[src/sv/vmt_pkg.sv]
// Package for the 4x4 matrix-vector transform engine.
// Holds widths, fixed-point constants and the payload and lane types.
// No dependencies.
package vmt_pkg;

    localparam int DATA_W     = 32;
    localparam int FRAC_BITS  = 16;
    localparam int PROD_W     = 2 * DATA_W;
    localparam int SUM_W      = PROD_W + 2;
    localparam int NUM_ROWS   = 4;
    localparam int NUM_COLS   = 4;
    localparam int COL_W      = 2;
    localparam int NUM_REGS   = 2 * NUM_COLS;
    localparam int CFG_IDX_W  = 4;
    localparam int CFG_DATA_W = 2 * DATA_W;

    localparam logic signed [DATA_W-1:0] FIX_ONE = DATA_W'(64'd1 << FRAC_BITS);
    localparam logic signed [DATA_W-1:0] SAT_MAX = {1'b0, {(DATA_W-1){1'b1}}};
    localparam logic signed [DATA_W-1:0] SAT_MIN = {1'b1, {(DATA_W-1){1'b0}}};

    typedef logic signed [SUM_W-1:0] t_sum;

    typedef struct packed {
        logic signed [DATA_W-1:0] vec_x;
        logic signed [DATA_W-1:0] vec_y;
        logic signed [DATA_W-1:0] vec_z;
        logic signed [DATA_W-1:0] vec_w;
    } t_vec_in;

    typedef struct packed {
        logic signed [DATA_W-1:0] out_x;
        logic signed [DATA_W-1:0] out_y;
        logic signed [DATA_W-1:0] out_z;
        logic signed [DATA_W-1:0] out_w;
        logic                     saturated;
    } t_vec_out;

    // Data handed from cell to cell: the vector and the running row sums.
    typedef struct packed {
        logic [NUM_COLS-1:0][DATA_W-1:0] vec;
        logic [NUM_ROWS-1:0][SUM_W-1:0]  sum;
    } t_lane;

    typedef struct packed {
        logic                  en;
        logic [CFG_IDX_W-1:0]  index;
        logic [CFG_DATA_W-1:0] data;
    } t_cfg_wr;

endpackage

[src/sv/vmt_sat.sv]
// Output cell: shifts the row sums down to Q16.16, saturates them and
// holds the finished transaction in the output register. Depends on vmt_pkg.
module vmt_sat import vmt_pkg::*; (
    input  logic     i_clk,
    input  logic     i_rst_n,
    input  logic     i_valid,
    input  t_lane    i_lane,
    output logic     o_ready,
    output logic     o_valid,
    output t_vec_out o_data,
    input  logic     i_stall
);

    logic                     r_valid;
    t_vec_out                 r_data;
    t_vec_out                 n_data;
    logic                     ready;
    logic signed [SUM_W-1:0]  shifted [NUM_ROWS];
    logic signed [DATA_W-1:0] res     [NUM_ROWS];
    logic [NUM_ROWS-1:0]      clip;

    assign ready   = !r_valid || !i_stall;
    assign o_ready = ready;
    assign o_valid = r_valid;
    assign o_data  = r_data;

    always_comb begin
        for (int r = 0; r < NUM_ROWS; r++) begin
            shifted[r] = $signed(i_lane.sum[r]) >>> FRAC_BITS;
            // In range when every bit above the result width copies its sign.
            clip[r] = !((&shifted[r][SUM_W-1:DATA_W-1]) ||
                        !(|shifted[r][SUM_W-1:DATA_W-1]));
            if (!clip[r]) begin
                res[r] = shifted[r][DATA_W-1:0];
            end else if (shifted[r][SUM_W-1]) begin
                res[r] = SAT_MIN;
            end else begin
                res[r] = SAT_MAX;
            end
        end
        n_data.out_x     = res[0];
        n_data.out_y     = res[1];
        n_data.out_z     = res[2];
        n_data.out_w     = res[3];
        n_data.saturated = |clip;
    end

    always_ff @(posedge i_clk) begin
        if (!i_rst_n) begin
            r_valid <= 1'b0;
        end else if (ready) begin
            r_valid <= i_valid;
        end
    end

    always_ff @(posedge i_clk) begin
        if (ready && i_valid) begin
            r_data <= n_data;
        end
    end

endmodule

[config.mk]
export PLATFORM = sky130hd
export DESIGN_NAME = vmt_sat
export DESIGN_NICKNAME = d
export VERILOG_FILES = /design/src/sv/vmt_pkg.sv /design/src/sv/vmt_sat.sv
export SDC_FILE = /design/constraint.sdc
export NUM_CORES = 1
export LEC_CHECK = 0
export BUFFER_PORTS_ARGS = -buffer_cell sky130_fd_sc_hd__buf_4
export CAP_MARGIN = 10
export CORE_AREA = 10 10 195 197
export CTS_CLUSTER_DIAMETER = 50
export CTS_CLUSTER_SIZE = 30
export DETAILED_ROUTE_END_ITERATION = 10
export DIE_AREA = 0 0 205 207
export PLACE_DENSITY = 0.52
export SYNTH_ARGS = -nofsm -noshare
export SYNTH_HDL_FRONTEND = slang
export SYNTH_SLANG_ARGS = --single-unit
[constraint.sdc]
create_clock -name i_clk -period 4.4 [get_ports i_clk]
set_clock_uncertainty 0.1 [all_clocks]
set_input_delay 0.88 -clock i_clk [delete_from_list [all_inputs] [get_ports i_clk]]
set_output_delay 0.88 -clock i_clk [all_outputs]
set_load 0.01 [all_outputs]
---- Word level (Yosys, flattened, before mapping) ----
Cells that the tools add are included.
W data, S select, Z words.
operators by class
  mux-type cells .......................... 8
  reductions and logical operators ........ 25
operators by type and width
  kind                 count
  $mux W32             8
  $reduce_and A19 Y1   4
  $reduce_or A19 Y1    4
  $logic_not A1 Y1     10
  $logic_or A1 B1 Y1   5
  $reduce_or A4 Y1     1
  $logic_and A1 B1 Y1  1
word-level totals
  output and inout port bits .............. 131
  bits in registers ....................... 130

---- Depth between registers and ports, before layout ----
  depth after elaboration ................. 5
  depth in mapped cells ................... 6
  mapped depth without buffers ............ 5

---- Worst setup path after synthesis ----
Ideal clock, no wire load.
  path type ............................... input port to flip-flop
  start ................................... input port i_stall
  end ..................................... register r_data (netlist bit o_data[0]), enable pin
  path slack .............................. -0.203 ns
  arrival ................................. 3.999 ns
  library setup time ...................... 0.504 ns
  path buffers ............................ 0
  stages on the path ...................... 2
  path through ............................ nand2_1 > and2_1
on the way
  longest elaborated chain between the ends .. 3
RTL lines
  item                  line           RTL
  start, declared       vmt_sat.sv:11  input logic i_stall
  $logic_not A1 Y1      vmt_sat.sv:22  assign ready = !r_valid || !i_stall;
  $logic_or A1 B1 Y1    vmt_sat.sv:22
  $logic_and A1 B1 Y1   vmt_sat.sv:57  if (ready && i_valid) begin
  end signal, assigned  vmt_sat.sv:58  r_data <= n_data;
  end, declared         vmt_sat.sv:15  t_vec_out r_data;
No other way between the ends.
A chain may end at the register's enable or synchronous reset.

==> results_dict.tcl <==
set metrics [dict create \
    grt_pass1_wl_mm 30.96 \
    cts_tree "yes" \
    nFillCells 3562 \
    drc 0 \
    criticalPathCategory "in -> reg" \
    yosysUniqueCellTypes 21 \
    leakage_nw 4.063 \
    dieArea_mm2 0.04244 \
    min_period_ns 2.883 \
    die_width_um 205 \
    syn_to_final_growth_pct 62.48 \
    cts_sinks 130 \
    start_kind "input pin" \
    fp-row-count 68 \
    run_status "completed" \
    cts_hold_buf 0 \
    finalWirelength_mm 21.61 \
    grt_pass1_vias 4851 \
    ctsHtreeMaxLevel 4 \
    grt_max_degree 59 \
    final_nets 1074 \
    cp_top_family "simple AND/OR/NAND/NOR gates" \
    diodes 0 \
    clock_latency_ns 0.43 \
    end_kind "flop" \
    vias 4425 \
    fin_cells 1146 \
    core-area_mm2 0.03412 \
    cp_cell_sequence "buf_4 -> nor4_1 -> nand4_1 -> nor4_2 -> a31o_2 -> nand4_1" \
    power_density_mw_per_mm2 371.7 \
    slew_headroom_pct 46.14 \
    cts_made_buffers 17 \
    worstPathArrival_ns 2.92 \
    cts_setup_buffers 0 \
    pin_count 527 \
    groute.usage.overall_pct 9.848 \
    synth_area_mm2 0.005652 \
    finalSetupViolations 0 \
    p_total_w 0.003413 \
    ys_ff_latch 130 \
    vias_per_cell 3.861 \
    yosysWarnings 0 \
    final_antenna_net_count 0 \
    wl_per_cell_um 18.86 \
    slowest_stage "a31o_2" \
    crit_path_max_incr_delay_ns 0.67 \
    drt_iter0_drc 128 \
    cts.root.buffer_cell "clkbuf_16" \
    antenna_found_initial 0 \
    fin_ws_ns 1.517 \
    synth_nets 743 \
    drv_slew 0 \
    clock.fmax_ghz 0.3468 \
    post_cts_resized 0 \
    dp_hpwl_mm 16.93 \
    hold_violations 0 \
    dp_slack_ns 1.049 \
    path_buf_inv 1 \
    worstPathMaxFanout 32 \
    syn_avg_cell_area_um2 16.29 \
    setup_tns_ns 0 \
    firstDrtPassIters 4 \
    cp.required_ns 4.44 \
    clock_tree.buffer_depth 2 \
    gp_congestion 0.7979 \
    drive_gt1_share_pct 67.58 \
    vdd_ir_drop_max_mv 0.3754 \
    dp.cells 1114 \
    start_util_pct 16.57 \
    yosysSeqAreaShare_pct 68.90 \
    io_buffers 334 \
    critPathMostFrequentCell "nand4_1" \
    die_h_um 207 \
    fin_util_pct 26.91 \
    drv_cap 0 \
    clk_pin_slew_ns 0.06 \
    synth_cells 347 \
    fin_crit_sh_pct 65.53 \
    grt-ovfl-total 0 \
    rsz0062_at_grt "no" \
    hold_path.class "reg -> reg" \
    tightest_slew_ns 0.8078 \
]
[area by class of cell]
class	instances	area, um2	share of cell area (%)
repair buffers	340	2565	27.93
multi-input cells	189	1538	16.75
clock inverters	15	191.4	2.085
clock buffers	17	425.4	4.633
flip-flops and latches	130	3894	42.40
well taps	455	569.3	6.200
[metrics by stage]
stage | hold WS, ns | cell area (um2)
after floorplan | 0.4464 | 5653
after global placement | 0.4158 | 8566
after detailed placement | 0.4383 | 8566
after CTS | 0.4506 | 9183
after global routing | 0.4992 | 9183
final | 0.4489 | 9183
[worst min-delay path: cells and delay by family (launching register included)]
| family | cells | cell delay (ns) |
|---|---|---|
| AO/OA/AOI/OAI | 1 | 0.13 |
| AND/OR/NAND/NOR | 1 | 0.05 |
| flip-flops | 1 | 0.33 |
[placed cells by master, fill, tap and decap left out]
master | Yosys | routed
a311oi_4 | 0 | 4
a21o_1 | 39 | 39
nor2_1 | 8 | 8
a31o_2 | 4 | 4
buf_12 | 0 | 1
clkbuf_16 | 0 | 17
nand2_1 | 1 | 1
edfxtp_1 | 129 | 129
a21oi_1 | 1 | 1
a21o_2 | 85 | 85
and3_1 | 4 | 4
nor2b_1 | 1 | 1
nand4_1 | 21 | 21
nor4_1 | 16 | 16
nor4_2 | 4 | 4
clkinvlp_4 | 0 | 2
dfxtp_1 | 1 | 1
clkinv_1 | 0 | 3
clkinv_2 | 0 | 2
buf_4 | 3 | 339
and2_4 | 0 | 1
clkinv_4 | 0 | 4
bufinv_16 | 0 | 4
[layer usage]
layer	wire [um]	up-vias	part of all wire, %	track usage, %
met5	0	-	0	0
met4	376	0	1.7	3.386
met3	3020	17	14	6.461
met2	9815	253	45	15.46
met1	8397	2102	39	10.42
li1	-	2053	-	-
[where the power goes]
group | switching (W) | internal (W) | leakage [nW] | total (W)
sequential | 0.0000203 | 0.00145 | 1.25 | 0.00147
clock | 0.000564 | 0.000942 | 0.295 | 0.00151
combinational | 0.000191 | 0.000246 | 2.51 | 0.000437
total | 0.000776 | 0.00264 | 4.06 | 0.00341
[flip-flops by register name, indices dropped and copies added (netlist names)]
register,cells
o_valid,1
o_data,129
[Yosys cell counts]
| cell | count | share of area [%] |
|---|---|---|
| nor4_1 | 16 | 1.8 |
| clkbuf_1 | 1 | 0.066 |
| and3_1 | 4 | 0.44 |
| nor2_1 | 8 | 0.53 |
| nor2b_1 | 1 | 0.11 |
| dfxtp_1 | 1 | 0.35 |
| edfxtp_1 | 129 | 69 |
| a311oi_2 | 3 | 0.80 |
| a21o_2 | 85 | 13 |
| nand4_1 | 21 | 2.3 |
| nand2_1 | 1 | 0.066 |
| and2_1 | 1 | 0.11 |
| buf_2 | 3 | 0.27 |
| a311oi_1 | 1 | 0.15 |
| nor4_2 | 4 | 0.89 |
| a21oi_1 | 1 | 0.088 |
| buf_6 | 18 | 3.6 |
| a21o_1 | 39 | 5.2 |
| a31o_2 | 4 | 0.62 |
| buf_4 | 3 | 0.40 |
| dlygate4sd3_1 | 3 | 0.53 |
[logic make-up after synthesis]
logic type | share of synthesized area, %
buf+inv | 4.848
flops | 68.90
compound gates | 20.01
simple gates | 6.243
[final timing paths]
check | from | to | slack (ns) | cells after the start
hold reg to reg | o_valid$_SDFFE_PN0N_ | o_valid$_SDFFE_PN0N_ | 0.45 | 2
setup / recovery | i_lane[58] | o_data[0]$_DFFE_PP_ | 1.52 | 6
hold / removal | o_valid$_SDFFE_PN0N_ | o_valid$_SDFFE_PN0N_ | 0.45 | 2
setup reg to reg | o_valid$_SDFFE_PN0N_ | o_data[47]$_DFFE_PP_ | 2.46 | 3
Note: power is estimated with default switching activity, not from simulation.
